--- src/hw/rtl/radix_token_max_tracker_defines.svh ---
// Assertion macros shared by the radix token tracker RTL.
// Each macro samples on clk and is disabled while arst_n is low.
`ifndef RADIX_TOKEN_MAX_TRACKER_DEFINES_SVH
`define RADIX_TOKEN_MAX_TRACKER_DEFINES_SVH

// Same-cycle implication: whenever ante holds, cons must hold too.
`define RTT_ASSERT_NOW(lbl, ante, cons, msg) \
	lbl: assert property (@(posedge clk) disable iff (!arst_n) (ante) |-> (cons)) \
		else $error(msg);

// Next-cycle implication: whenever ante holds, cons must hold on the cycle after.
`define RTT_ASSERT_NEXT(lbl, ante, cons, msg) \
	lbl: assert property (@(posedge clk) disable iff (!arst_n) (ante) |=> (cons)) \
		else $error(msg);

`endif

--- src/hw/rtl/rtt_pkg.sv ---
// Package for the radix token tracker: widths, character codes, the token
// result type and the digit decode helpers. No dependencies.
package rtt_pkg;

	localparam int VALUE_BITS = 31;
	localparam int RADIX_W    = 6;
	localparam int CODE_W     = 8;
	localparam int DIGIT_W    = RADIX_W;
	localparam int PROD_W     = VALUE_BITS + RADIX_W;

	localparam logic [VALUE_BITS-1:0] VALUE_LIMIT = '1;

	localparam logic [RADIX_W-1:0] RADIX_RESET = RADIX_W'(10);
	localparam logic [RADIX_W-1:0] RADIX_MIN   = RADIX_W'(2);
	localparam logic [RADIX_W-1:0] RADIX_MAX   = RADIX_W'(36);

	localparam logic [CODE_W-1:0] CHAR_0  = 8'h30;
	localparam logic [CODE_W-1:0] CHAR_9  = 8'h39;
	localparam logic [CODE_W-1:0] CHAR_UA = 8'h41;
	localparam logic [CODE_W-1:0] CHAR_UZ = 8'h5A;
	localparam logic [CODE_W-1:0] CHAR_LA = 8'h61;
	localparam logic [CODE_W-1:0] CHAR_LZ = 8'h7A;

	localparam logic [CODE_W-1:0]  LETTER_BASE = CODE_W'(10);
	// Larger than any usable radix, so it always fails the digit check.
	localparam logic [DIGIT_W-1:0] NO_DIGIT    = '1;

	typedef struct packed {
		logic                  token_valid;
		logic [VALUE_BITS-1:0] token_value;
		logic                  overflowed;
	} tok_t;

	// Clamps the register contents to the supported range of bases.
	function automatic logic [RADIX_W-1:0] effective_radix(logic [RADIX_W-1:0] r);
		logic [RADIX_W-1:0] res;
		if (r < RADIX_MIN) begin
			res = RADIX_MIN;
		end else if (r > RADIX_MAX) begin
			res = RADIX_MAX;
		end else begin
			res = r;
		end
		return res;
	endfunction

	// Digit value of a character, letters in either case counting from ten.
	function automatic logic [DIGIT_W-1:0] digit_of(logic [CODE_W-1:0] code);
		logic [CODE_W-1:0] tmp;
		case (code) inside
			[CHAR_0:CHAR_9]:   tmp = code - CHAR_0;
			[CHAR_UA:CHAR_UZ]: tmp = code - CHAR_UA + LETTER_BASE;
			[CHAR_LA:CHAR_LZ]: tmp = code - CHAR_LA + LETTER_BASE;
			default:           tmp = CODE_W'(NO_DIGIT);
		endcase
		return tmp[DIGIT_W-1:0];
	endfunction

endpackage

--- src/hw/rtl/rtt_ifs.sv ---
// Handshake interfaces for the radix token tracker: character words,
// result words and the radix write channel. Depends on rtt_pkg.
interface rtt_char_if;
	import rtt_pkg::*;
	logic              valid;
	logic              ready;
	logic [CODE_W-1:0] char_code;
	logic              last_char;
	modport source(output valid, char_code, last_char, input ready);
	modport sink(input valid, char_code, last_char, output ready);
endinterface

interface rtt_result_if;
	import rtt_pkg::*;
	logic                  valid;
	logic                  ready;
	logic                  token_valid;
	logic [VALUE_BITS-1:0] token_value;
	logic                  overflowed;
	logic [VALUE_BITS-1:0] max_value;
	modport source(output valid, token_valid, token_value, overflowed, max_value,
		input ready);
	modport sink(input valid, token_valid, token_value, overflowed, max_value,
		output ready);
endinterface

interface rtt_cfg_if;
	import rtt_pkg::*;
	logic               valid;
	logic               ready;
	logic [RADIX_W-1:0] radix;
	modport source(output valid, radix, input ready);
	modport sink(input valid, radix, output ready);
endinterface

--- src/hw/rtl/rtt_accum.sv ---
// Radix register, character input register and the multiply-add accumulator.
// Depends on rtt_pkg, rtt_ifs and radix_token_max_tracker_defines.svh.
`include "radix_token_max_tracker_defines.svh"

module rtt_accum (
	input  logic          clk,
	input  logic          arst_n,
	rtt_cfg_if.sink       cfg,
	rtt_char_if.sink      chars,
	output logic          tok_vld_s2,
	output rtt_pkg::tok_t tok_s2,
	input  logic          tok_ready
);
	import rtt_pkg::*;

	logic [RADIX_W-1:0]    radix_q;
	logic [CODE_W-1:0]     code_s1;
	logic                  last_s1;
	logic                  vld_s1;
	logic [VALUE_BITS-1:0] acc_q;
	logic                  bad_q;
	logic                  ovf_q;
	logic [RADIX_W-1:0]    eff_r;
	logic [DIGIT_W-1:0]    digit;
	logic [PROD_W-1:0]     product;
	logic [PROD_W-1:0]     sum;
	logic                  adv1;
	logic [VALUE_BITS-1:0] acc_nx;
	logic                  bad_nx;
	logic                  ovf_nx;
	tok_t                  tok_nx;

	assign cfg.ready = 1'b1;

	// A character that does not end a token never needs the result stage.
	assign adv1        = vld_s1 && (!last_s1 || !tok_vld_s2 || tok_ready);
	assign chars.ready = !vld_s1 || adv1;

	assign eff_r   = effective_radix(radix_q);
	assign digit   = digit_of(code_s1);
	assign product = PROD_W'(acc_q) * PROD_W'(eff_r);
	assign sum     = product + PROD_W'(digit);

	always_comb begin
		acc_nx = acc_q;
		bad_nx = bad_q;
		ovf_nx = ovf_q;
		if (digit >= eff_r) begin
			bad_nx = 1'b1;
		end else if (!bad_q) begin
			if (ovf_q || (|sum[PROD_W-1:VALUE_BITS])) begin
				acc_nx = VALUE_LIMIT;
				ovf_nx = 1'b1;
			end else begin
				acc_nx = sum[VALUE_BITS-1:0];
			end
		end
		tok_nx.token_valid = !bad_nx;
		tok_nx.token_value = bad_nx ? '0 : acc_nx;
		tok_nx.overflowed  = !bad_nx && ovf_nx;
	end

	always_ff @(posedge clk or negedge arst_n) begin
		if (!arst_n) begin
			radix_q    <= RADIX_RESET;
			vld_s1     <= 1'b0;
			tok_vld_s2 <= 1'b0;
			acc_q      <= '0;
			bad_q      <= 1'b0;
			ovf_q      <= 1'b0;
		end else begin
			if (cfg.valid) begin
				radix_q <= cfg.radix;
			end
			if (chars.ready) begin
				vld_s1 <= chars.valid;
			end
			if (adv1 && last_s1) begin
				tok_vld_s2 <= 1'b1;
			end else if (tok_ready) begin
				tok_vld_s2 <= 1'b0;
			end
			if (adv1) begin
				if (last_s1) begin
					acc_q <= '0;
					bad_q <= 1'b0;
					ovf_q <= 1'b0;
				end else begin
					acc_q <= acc_nx;
					bad_q <= bad_nx;
					ovf_q <= ovf_nx;
				end
			end
		end
	end

	always_ff @(posedge clk) begin
		if (chars.valid && chars.ready) begin
			code_s1 <= chars.char_code;
			last_s1 <= chars.last_char;
		end
		if (adv1 && last_s1) begin
			tok_s2 <= tok_nx;
		end
	end

	`RTT_ASSERT_NOW(a_sat_value, ovf_q && !bad_q, acc_q == VALUE_LIMIT,
		"Saturated token does not hold the limit value")
	`RTT_ASSERT_NEXT(a_token_clear, adv1 && last_s1, acc_q == '0 && !bad_q && !ovf_q,
		"Token state not cleared after the last character")
	`RTT_ASSERT_NOW(a_invalid_zero, tok_vld_s2 && !tok_s2.token_valid,
		tok_s2.token_value == '0 && !tok_s2.overflowed,
		"Invalid token carries a value or an overflow flag")

endmodule

--- src/hw/rtl/rtt_max_out.sv ---
// Running maximum of valid token values and the result output register.
// Depends on rtt_pkg, rtt_ifs and radix_token_max_tracker_defines.svh.
`include "radix_token_max_tracker_defines.svh"

module rtt_max_out (
	input  logic          clk,
	input  logic          arst_n,
	input  logic          tok_vld,
	input  rtt_pkg::tok_t tok,
	output logic          tok_ready,
	rtt_result_if.source  results
);
	import rtt_pkg::*;

	logic                  out_vld_s3;
	tok_t                  tok_s3;
	logic [VALUE_BITS-1:0] largest_q;
	logic [VALUE_BITS-1:0] max_nx;
	logic                  load;

	assign tok_ready = !out_vld_s3 || results.ready;
	assign load      = tok_vld && tok_ready;
	assign max_nx    = (tok.token_valid && tok.token_value > largest_q) ?
		tok.token_value : largest_q;

	always_ff @(posedge clk or negedge arst_n) begin
		if (!arst_n) begin
			out_vld_s3 <= 1'b0;
			largest_q  <= '0;
		end else begin
			if (tok_ready) begin
				out_vld_s3 <= tok_vld;
			end
			if (load) begin
				largest_q <= max_nx;
			end
		end
	end

	always_ff @(posedge clk) begin
		if (load) begin
			tok_s3 <= tok;
		end
	end

	// The maximum only changes on a load, so it stays matched to the held word.
	assign results.valid       = out_vld_s3;
	assign results.token_valid = tok_s3.token_valid;
	assign results.token_value = tok_s3.token_value;
	assign results.overflowed  = tok_s3.overflowed;
	assign results.max_value   = largest_q;

	`RTT_ASSERT_NOW(a_max_covers, out_vld_s3 && tok_s3.token_valid,
		largest_q >= tok_s3.token_value, "Maximum is below a valid token value")
	`RTT_ASSERT_NEXT(a_max_monotonic, 1'b1, largest_q >= $past(largest_q),
		"Running maximum decreased")
	`RTT_ASSERT_NEXT(a_load_shows, load, out_vld_s3,
		"Loaded token result is not presented")

endmodule

--- src/hw/rtl/radix_token_max_tracker.sv ---
// Top level of the radix token tracker: joins the accumulator and the
// maximum/output stage. Depends on rtt_pkg, rtt_ifs, rtt_accum, rtt_max_out.
//
//  Channel   Dir  Payload                                          Word moved
//  cfg       in   radix (6b)                                       one per write
//  chars     in   char_code (8b), last_char (1b)                   one character
//  results   out  token_valid, token_value (31b), overflowed,      one per token
//                 max_value (31b)
//
// A character word is taken each cycle that chars.ready is high; the accumulator's
// 31x6 multiply-add and limit compare sit between the input and state registers.
// A token's result word goes to the token register and then the output register.
// Reset clears the token state and the maximum and sets the radix to ten.
// When results.ready is low the output word holds, the token register and the
// input register fill in turn, and chars.ready drops only once both are full;
// characters that do not end a token keep flowing while a result is held.
module radix_token_max_tracker (
	input  logic         clk,
	input  logic         arst_n,
	rtt_cfg_if.sink      cfg,
	rtt_char_if.sink     chars,
	rtt_result_if.source results
);
	import rtt_pkg::*;

	// Token result handed from the accumulator to the maximum stage.
	logic tok_vld_s2;
	tok_t tok_s2;
	logic tok_ready;

	// Digit decode, radix check and value build for each character word.
	rtt_accum u_accum (
		.clk        (clk),
		.arst_n     (arst_n),
		.cfg        (cfg),
		.chars      (chars),
		.tok_vld_s2 (tok_vld_s2),
		.tok_s2     (tok_s2),
		.tok_ready  (tok_ready)
	);

	// Running maximum over valid tokens and the registered result word.
	rtt_max_out u_max_out (
		.clk       (clk),
		.arst_n    (arst_n),
		.tok_vld   (tok_vld_s2),
		.tok       (tok_s2),
		.tok_ready (tok_ready),
		.results   (results)
	);

endmodule

--- src/flat_wrapper.sv ---
// flat-port wrapper written by rule: the top's interface ports become plain ports
module radix_token_max_tracker_flat import rtt_pkg::*;
  (clk, arst_n, cfg_valid, cfg_radix, cfg_ready, chars_valid, chars_char_code, chars_last_char, chars_ready, results_valid, results_token_valid, results_token_value, results_overflowed, results_max_value, results_ready);
  rtt_cfg_if cfg_i ();
  rtt_char_if chars_i ();
  rtt_result_if results_i ();
  input  logic clk;
  input  logic arst_n;
  input wire logic [$bits(cfg_i.valid)-1:0] cfg_valid;
  input wire logic [$bits(cfg_i.radix)-1:0] cfg_radix;
  output wire logic [$bits(cfg_i.ready)-1:0] cfg_ready;
  input wire logic [$bits(chars_i.valid)-1:0] chars_valid;
  input wire logic [$bits(chars_i.char_code)-1:0] chars_char_code;
  input wire logic [$bits(chars_i.last_char)-1:0] chars_last_char;
  output wire logic [$bits(chars_i.ready)-1:0] chars_ready;
  output wire logic [$bits(results_i.valid)-1:0] results_valid;
  output wire logic [$bits(results_i.token_valid)-1:0] results_token_valid;
  output wire logic [$bits(results_i.token_value)-1:0] results_token_value;
  output wire logic [$bits(results_i.overflowed)-1:0] results_overflowed;
  output wire logic [$bits(results_i.max_value)-1:0] results_max_value;
  input wire logic [$bits(results_i.ready)-1:0] results_ready;
  assign cfg_i.valid = cfg_valid;
  assign cfg_i.radix = cfg_radix;
  assign cfg_ready = cfg_i.ready;
  assign chars_i.valid = chars_valid;
  assign chars_i.char_code = chars_char_code;
  assign chars_i.last_char = chars_last_char;
  assign chars_ready = chars_i.ready;
  assign results_valid = results_i.valid;
  assign results_token_valid = results_i.token_valid;
  assign results_token_value = results_i.token_value;
  assign results_overflowed = results_i.overflowed;
  assign results_max_value = results_i.max_value;
  assign results_i.ready = results_ready;
  radix_token_max_tracker u_core (.clk(clk), .arst_n(arst_n), .cfg(cfg_i), .chars(chars_i), .results(results_i));
endmodule
--- config.mk ---
export PLATFORM = sky130hd
export DESIGN_NAME = radix_token_max_tracker_flat
export DESIGN_NICKNAME = d
export VERILOG_FILES = /design/src/hw/rtl/rtt_pkg.sv /design/src/hw/rtl/rtt_ifs.sv /design/src/hw/rtl/rtt_accum.sv /design/src/hw/rtl/rtt_max_out.sv /design/src/hw/rtl/radix_token_max_tracker.sv /design/src/flat_wrapper.sv
export VERILOG_INCLUDE_DIRS = /design/src /design/src/hw/rtl
export SDC_FILE = /design/constraint.sdc
export NUM_CORES = 1
export LEC_CHECK = 0
export BUFFER_PORTS_ARGS = -buffer_cell sky130_fd_sc_hd__buf_4
export CAP_MARGIN = 10
export CORE_ASPECT_RATIO = 0.5
export CORE_MARGIN = 1
export CORE_UTILIZATION = 50
export DETAILED_ROUTE_END_ITERATION = 8
export HOLD_SLACK_MARGIN = 0.05
export MAX_ROUTING_LAYER = met4
export PLACE_DENSITY = 0.71
export RECOVER_POWER = 25
export SYNTH_ARGS = -nofsm -noshare
export SYNTH_HDL_FRONTEND = slang
export SYNTH_SLANG_ARGS = --single-unit
--- constraint.sdc ---
create_clock -name clk -period 6.8 [get_ports clk]
set_input_delay 1.36 -clock clk [delete_from_list [all_inputs] [get_ports clk]]
set_output_delay 1.36 -clock clk [all_outputs]
set_load 0.03 [all_outputs]
* Word level (Yosys, flattened, before mapping) *
Cells that the tools add are included.

word-level totals
  input port bits = 20
  word-level logic and storage cells = 72
  register bits after elaboration = 148
  output and inout port bits = 67

operators by class
  $mul = 1
  reductions and logical operators = 22
  add/subtract/negate cells = 6
  mux-type cells = 17
  $lt $le $gt $ge = 10

operators with widths
  operator                                                                          count
  31-bit two-way mux                                                                4
  37-bit by 6-bit adder with 37-bit output                                          1
  31-bit by 6-bit multiplier with 37-bit output                                     1
  31-bit > comparator                                                               1
  6-bit two-way mux                                                                 5
  8-bit by 7-bit >= comparator with 1-bit output, second input constant             2
  8-bit by 7-bit less-or-equal comparator with 1-bit output, second input constant  2
  6-bit by 4-bit adder with 6-bit output, second input constant                     2
  6-bit subtractor, second input constant                                           2
  1-bit logical AND                                                                 9
  8-bit by 6-bit >= comparator with 1-bit output, second input constant             1
  8-bit by 6-bit less-or-equal comparator with 1-bit output, second input constant  1
  1-bit two-way mux                                                                 8
  6-bit >= comparator                                                               1
  6-bit > comparator, second input constant                                         1
  6-bit by 2-bit less-than comparator with 1-bit output, second input constant      1
  6-bit OR reduction                                                                1
  6-bit by 1-bit subtractor with 6-bit output, second input constant                1
  1-bit logical NOT                                                                 5
  1-bit logical OR                                                                  5
  2-bit AND reduction                                                               1
  2-bit nonzero test                                                                1

* Longest topological paths before layout *
  depth after elaboration = 12
  gate-level depth with buffers = 26
  gate-level depth less buffers = 22

* Hierarchy *
A second synthesis with hierarchy kept.

second synthesis, totals
  cells, all modules = 1,295
  area total of the unflattened synthesis = 13,797.0 um^2

modules (own cells, without submodules)
  module       area an instance (um^2)  instances  cells an instance  seq. area each (um^2)
  rtt_accum    10,675.2                 1          1,081              2,289.7
  rtt_max_out  3,121.7                  1          214                1,791.7

* Worst setup path before layout *
No wires, ideal clock.

  path kind = flip-flop to flip-flop
  start = reg u_core.u_accum.radix_q[5]
  end = reg u_core.u_accum.tok_s2[10] (netlist name)
  arrival = 5,720 ps
  required time = 6,530 ps
  period minus slack after synthesis = 5,991 ps
  stages on the path, launching flop included = 27
  setup slack = 809 ps
  path buffers = 4
  library setup time = 270 ps
  cell sequence = dfrtp_1 -> clkbuf_1 -> inv_1 -> nor2_1 -> nor2_1 -> clkbuf_1 -> nor2b_1 -> fa_1 -> inv_1 -> fa_1 -> inv_1 -> fa_1 -> inv_1 -> fa_1 -> inv_1 -> ha_1 -> o211ai_1 -> o211a_1 -> o21bai_1 -> a21oi_2 -> o31ai_2 -> mux2_1 -> a211oi_2 -> and2_1 -> buf_6 -> buf_6 -> a21oi_1

between the ends
  longest elaborated chain between the ends = 10
  elaborated cells on any way between the ends = 13
  classes of those cells = add/sub: 1; mul: 1; order compare: 3; mux: 6; reduce/logical: 2

ends and longest elaborated chain
  element                                        RTL line         RTL
  from (decl)                                    rtt_accum.sv:16  logic [RADIX_W-1:0] radix_q;
  from (signal assigned)                         rtt_accum.sv:73  radix_q <= cfg.radix;
  6-bit > comparator                             rtt_pkg.sv:39    end else if (r > RADIX_MAX) begin
  6-bit two-way mux                              rtt_pkg.sv:39
  6-bit two-way mux (*)                          rtt_pkg.sv:37    if (r < RADIX_MIN) begin
  31-bit by 6-bit multiplier with 37-bit output  rtt_accum.sv:41  assign product = PROD_W'(acc_q) * PROD_W'(eff_r);
  37-bit by 6-bit adder with 37-bit output       rtt_accum.sv:42  assign sum = product + PROD_W'(digit);
  6-bit OR reduction                             rtt_accum.sv:51  if (ovf_q || (|sum[PROD_W-1:VALUE_BITS])) begin
  1-bit logical OR                               rtt_accum.sv:51
  31-bit two-way mux                             rtt_accum.sv:51
  31-bit two-way mux                             rtt_accum.sv:50  end else if (!bad_q) begin
  31-bit two-way mux                             rtt_accum.sv:48  if (digit >= eff_r) begin

Mark *: on every way between the ends. The rest lies on a longest branch, timed or not.
A chain may end at the register's enable or synchronous reset.

* Worst setup path in the final report *
  start = reg u_core.u_accum.radix_q[5]
  end = reg u_core.u_accum.tok_s2[12] (netlist name)

between the ends
  longest elaborated chain between the ends = 10
  elaborated cells on any way between the ends = 13
  classes of those cells = add/sub: 1; mul: 1; order compare: 3; mux: 6; reduce/logical: 2

ends and longest elaborated chain
  element                                        RTL line
  6-bit > comparator                             rtt_pkg.sv:39
  6-bit two-way mux                              rtt_pkg.sv:39
  6-bit two-way mux (*)                          rtt_pkg.sv:37
  31-bit by 6-bit multiplier with 37-bit output  rtt_accum.sv:41
  37-bit by 6-bit adder with 37-bit output       rtt_accum.sv:42
  6-bit OR reduction                             rtt_accum.sv:51
  1-bit logical OR                               rtt_accum.sv:51
  31-bit two-way mux                             rtt_accum.sv:51
  31-bit two-way mux                             rtt_accum.sv:50
  31-bit two-way mux                             rtt_accum.sv:48

Marked as above.

==> run summary <==
YOSYS
--------------------------------------------------------------------------------------------------
Number of synthesized flops with an enable pin                                                  75
Post-synth ARST share                                                                        49.3%
Number of unique standard cell types used by synthesis                                          62
Syn Area/Cell                                                                             10.5 µm²
Sequential element share of the synthesized area                                             31.1%
Largest cells by area after synthesis                                                 sky130_fd_sc_hd__fa_1 18%, sky130_fd_sc_hd__edfxtp_1 17%, sky130_fd_sc_hd__dfrtp_1 14%
Ys Warns                                                                                         0
Cell accounting for the most synthesized area                                         sky130_fd_sc_hd__fa_1
Flop and latch count out of synthesis                                                          148
Share of Yosys cell area claimed by the top area cell type                                   18.3%
Post-synthesis instance total                                                                 1254
Post-synth design cell area                                                             0.0131 mm²
Most common flop cell mapped by yosys                                                 sky130_fd_sc_hd__edfxtp_1
Net Count, Synth                                                                              1518

LAYOUT
--------------------------------------------------------------------------------------------------
Fill cells                                                                                    2143
Share of cells above drive strength 1                                                        14.4%
Post-layout utilization of the core                                                          57.6%
Antenna diodes                                                                                   0
Nets                                                                                          1584
Area Growth Syn to Fin                                                                       11.9%

TIMING
--------------------------------------------------------------------------------------------------
Unrepaired setup endpoints after global routing                                              false
Finish-stage setup viols                                                                         0
Minimum period implied by the final worst setup slack                                      6.47 ns
Count of endpoints failing hold in the final timing report                                       0
Worst slew margin relative to its limit                                                      -181%
Setup clock skew after layout                                                           0.00882 ns
Final-report max-slew violation count                                                           74
Total Negative Setup Slacks                                                                   0 ns
Worst slew pin tran                                                                        4.22 ns
Final period utilization                                                                     95.1%
Maximum operating frequency                                                                155 MHz

ROUTING
--------------------------------------------------------------------------------------------------
1st-iter DRT viols                                                                             758
Antenna violation net count after detailed routing                                               0
# DRC                                                                                            0
Drt total wl                                                                               32.3 mm
Average vias per placed instance                                                              5.88
Via Count                                                                                     9860
Length of the first detailed-routing pass in iterations                                          5
Wire length per cell                                                                       19.3 µm

POWER
--------------------------------------------------------------------------------------------------
Leak pwr                                                                                   6.96 nW
Total power per unit cell area                                                          339 mW/mm²
Peak ir drop on the vdd network                                                           0.185 mV

SETUP PATH
--------------------------------------------------------------------------------------------------
Crit Path Max Fanout                                                                            54
Critical path start-end classification                                                  reg -> reg
Worst Setup End Kind                                                                          flop
Worst endpoint data arrival time                                                           6.63 ns
Critical Path Most Common Cell                                                        sky130_fd_sc_hd__fa_1
Critical path's slowest cell                                                          sky130_fd_sc_hd__fa_1
Category of the worst setup path launch point                                                 flop
Required time at the worst-slack endpoint                                                  6.96 ns
CP cell instances                                                                     buf_6, inv_1, nor2_1, nor2_2, buf_4, nor2b_1, fa_1, fa_1, fa_1, ha_1, ha_1, nand2_1, a211o_1, a31oi_1, a21oi_2, o31ai_2, mux2_1, a211oi_2, and2_1, buf_12, a21oi_1
Largest incremental delay on the critical path                                             0.57 ns

FLOORPLAN
--------------------------------------------------------------------------------------------------
Core Rows                                                                                       41
Initial core utilization                                                                     51.5%
Num ports                                                                                       87
Die height                                                                                  117 µm
Die width                                                                                   231 µm
Total die area                                                                          0.0269 mm²
Core outline area                                                                       0.0255 mm²

STATUS
--------------------------------------------------------------------------------------------------
Violated checks                                                                       capacitance limit, slew limit
Result of the run                                                                     finished, violations left

CTS
--------------------------------------------------------------------------------------------------
Clock tree from TritonCTS                                                                    built
CTS HTree Levels                                                                                 4
# clock sinks                                                                                  148
Clock latency at the later pin of the worst-skew pair                                      0.43 ns
Hold-fix buffers, CTS                                                                            0
Clock Root Buffer                                                                     sky130_fd_sc_hd__clkbuf_16
Max Root-Sink Buffers                                                                            2
Clock transition time at the flip-flop clock pins of the worst setup and hold paths        0.06 ns
Number of CTS-inserted buffers                                                                  17

PLACEMENT
--------------------------------------------------------------------------------------------------
Count of input and output buffers                                                               85
Detailed placer's ending HPWL                                                              24.5 mm
Final weighted congestion in routability-driven placement                                    0.967

GLOBAL ROUTE
--------------------------------------------------------------------------------------------------
Pin count of the biggest net entering global routing                                            74
Antenna violations before repair                                                                 0
Tot GR Track Use                                                                             25.9%
Via count of the first global-routing pass                                                    9858
Total overflow reported by the global router                                                     0
First-pass GRT wire length                                                                 52.5 mm

HOLD PATH
--------------------------------------------------------------------------------------------------
Hold Path Class                                                                         reg -> reg

FLOW RUN
--------------------------------------------------------------------------------------------------
Max-cap viol count                                                                               1

## cells in the final DEF (no fill, tap or decap), drive strengths merged, types with 4 or more instances in the layout
cell type / n
and2: 154
o21bai: 8
edfxtp: 75
ha: 124
a31oi: 30
a21o: 22
nor2b: 39
nand3: 15
nand2b: 9
fa: 120
xnor2: 12
nand2: 73
mux2: 37
clkinv: 4
dfrtp: 71
o21a: 19
and3: 5
buf: 96
a21oi: 112
o21ai: 38
a22oi: 11
nor3: 14
inv: 92
a211oi: 4
clkbuf: 33
xor2: 19
o211ai: 6
nand4: 19
clkinvlp: 5
nor2: 26
## cell families after synthesis
group	after synthesis	synth area share, %
buf+inv	152	4.83
other cells	1	0.0286
mux	40	3.40
compound gates	272	13.0
xor+xnor	31	2.07
flops	148	31.1
simple gates	366	15.4
fa+ha+maj	244	30.1
## routing by layer
| layer | vias to the layer above | track usage [%] | wire, µm |
|---|---|---|---|
| li1 | 4470 | - | - |
| met4 | 0 | 5.47 | 446 |
| met1 | 4989 | 34.8 | 14300 |
| met5 | - | - | 0 |
| met2 | 364 | 40.4 | 14800 |
| met3 | 37 | 5.88 | 2730 |
## stage by stage
step,std cells,hold WS [ns],worst slack [ns],cell area [µm²],total power [mW]
after CTS,1676,0.441,0.254,14700,4.96
final,1677,0.436,0.331,14700,4.97
after global placement,1644,0.407,0.426,14100,3.97
after detailed placement,1644,0.418,0.299,14100,4.04
after floorplan,1254,0.400,0.809,13100,3.27
after global routing,1677,0.439,0.00946,14700,5.32
## registers in the layout (all words and copies together), names as in the netlist
name,count
u_core.u_accum.code_s1,8
u_core.u_accum.radix_q,6
u_core.u_max_out.results.max_value,31
u_core.u_accum.tok_s2,33
u_core.u_max_out.results.valid,1
u_core.u_max_out.results.token_value,31
u_core.u_max_out.results.token_valid,1
u_core.u_accum.acc_q,31
u_core.u_max_out.results.overflowed,1
u_core.u_accum.vld_s1,1
u_core.u_accum.bad_q,1
u_core.u_accum.last_s1,1
u_core.u_accum.tok_vld_s2,1
u_core.u_accum.ovf_q,1
## Yosys cell counts, types with 3 or more instances
| master | instances |
|---|---|
| sky130_fd_sc_hd__a211o_1 | 3 |
| sky130_fd_sc_hd__a211oi_1 | 3 |
| sky130_fd_sc_hd__a21o_1 | 22 |
| sky130_fd_sc_hd__a21oi_1 | 107 |
| sky130_fd_sc_hd__a21oi_2 | 3 |
| sky130_fd_sc_hd__a22oi_1 | 11 |
| sky130_fd_sc_hd__a31oi_1 | 30 |
| sky130_fd_sc_hd__and2_1 | 154 |
| sky130_fd_sc_hd__and3_1 | 5 |
| sky130_fd_sc_hd__buf_2 | 11 |
| sky130_fd_sc_hd__buf_6 | 6 |
| sky130_fd_sc_hd__clkbuf_1 | 41 |
| sky130_fd_sc_hd__dfrtp_1 | 71 |
| sky130_fd_sc_hd__edfxtp_1 | 75 |
| sky130_fd_sc_hd__fa_1 | 120 |
| sky130_fd_sc_hd__ha_1 | 124 |
| sky130_fd_sc_hd__inv_1 | 90 |
| sky130_fd_sc_hd__mux2_2 | 36 |
| sky130_fd_sc_hd__mux2i_1 | 3 |
| sky130_fd_sc_hd__nand2_1 | 73 |
| sky130_fd_sc_hd__nand2b_1 | 9 |
| sky130_fd_sc_hd__nand3_1 | 15 |
| sky130_fd_sc_hd__nand4_1 | 19 |
| sky130_fd_sc_hd__nor2_1 | 26 |
| sky130_fd_sc_hd__nor2b_1 | 39 |
| sky130_fd_sc_hd__nor3_1 | 14 |
| sky130_fd_sc_hd__nor4_1 | 3 |
| sky130_fd_sc_hd__o2111ai_1 | 3 |
| sky130_fd_sc_hd__o211ai_1 | 6 |
| sky130_fd_sc_hd__o21a_1 | 19 |
| sky130_fd_sc_hd__o21ai_0 | 32 |
| sky130_fd_sc_hd__o21ai_1 | 6 |
| sky130_fd_sc_hd__o21bai_1 | 7 |
| sky130_fd_sc_hd__or3_1 | 3 |
| sky130_fd_sc_hd__xnor2_1 | 12 |
| sky130_fd_sc_hd__xor2_1 | 19 |
## power by group
part           leakage (nW)  total [mW]  internal, mW  switching, mW
Clock                 0.256       0.889         0.513          0.376
Sequential             1.66        1.42          1.17          0.250
Combinational          5.05        2.66          1.00           1.66
Total                  6.96        4.97          2.69           2.29
## final timing paths
check | startpoint | cells after the start | end | slack, ns
min reg2reg | u_core.u_accum.tok_s2[0] | 0 | u_core.u_max_out.results.overflowed | 0.44
max reg2reg | u_core.u_accum.radix_q[5] | 21 | u_core.u_accum.tok_s2[12] | 0.33
max | u_core.u_accum.radix_q[5] | 21 | u_core.u_accum.tok_s2[12] | 0.33
min | u_core.u_accum.tok_s2[0] | 0 | u_core.u_max_out.results.overflowed | 0.44
max in group asynchronous | arst_n | 1 | u_core.u_max_out.results.valid | 2.01
min in group asynchronous | arst_n | 1 | u_core.u_max_out.results.max_value[28] | 2.40
## area by class of cell
class                           instances  area, µm²  share of cell area [%]
Sequential cell                       148       4080                    27.8
Tap cell                              344        430                    2.93
Timing Repair Buffer                  108        816                    5.56
Clock inverter                         11        104                   0.708
Clock buffer                           21        450                    3.07
Multi-Input combinational cell        954       8450                    57.6
Inverter                               91        342                    2.33
## critical path: cells and delay by family, from the launching register on
family                     cells  cell delay, ns
adders and majority gates      5            2.27
buffers and inverters          4            1.02
muxes                          1            0.36
DFF                            1            0.42
and+or+nand+nor                5            0.73
AOI/OAI and AO/OA              6            1.31
## what timing repair did
item / CTS / global route
hold endpoints to repair: 0 / 0
setup buffers: 0 / 1
setup endpoints to repair: 0 / 61
gates resized for setup: 0 / 5
(Power assumes the default switching activity.)
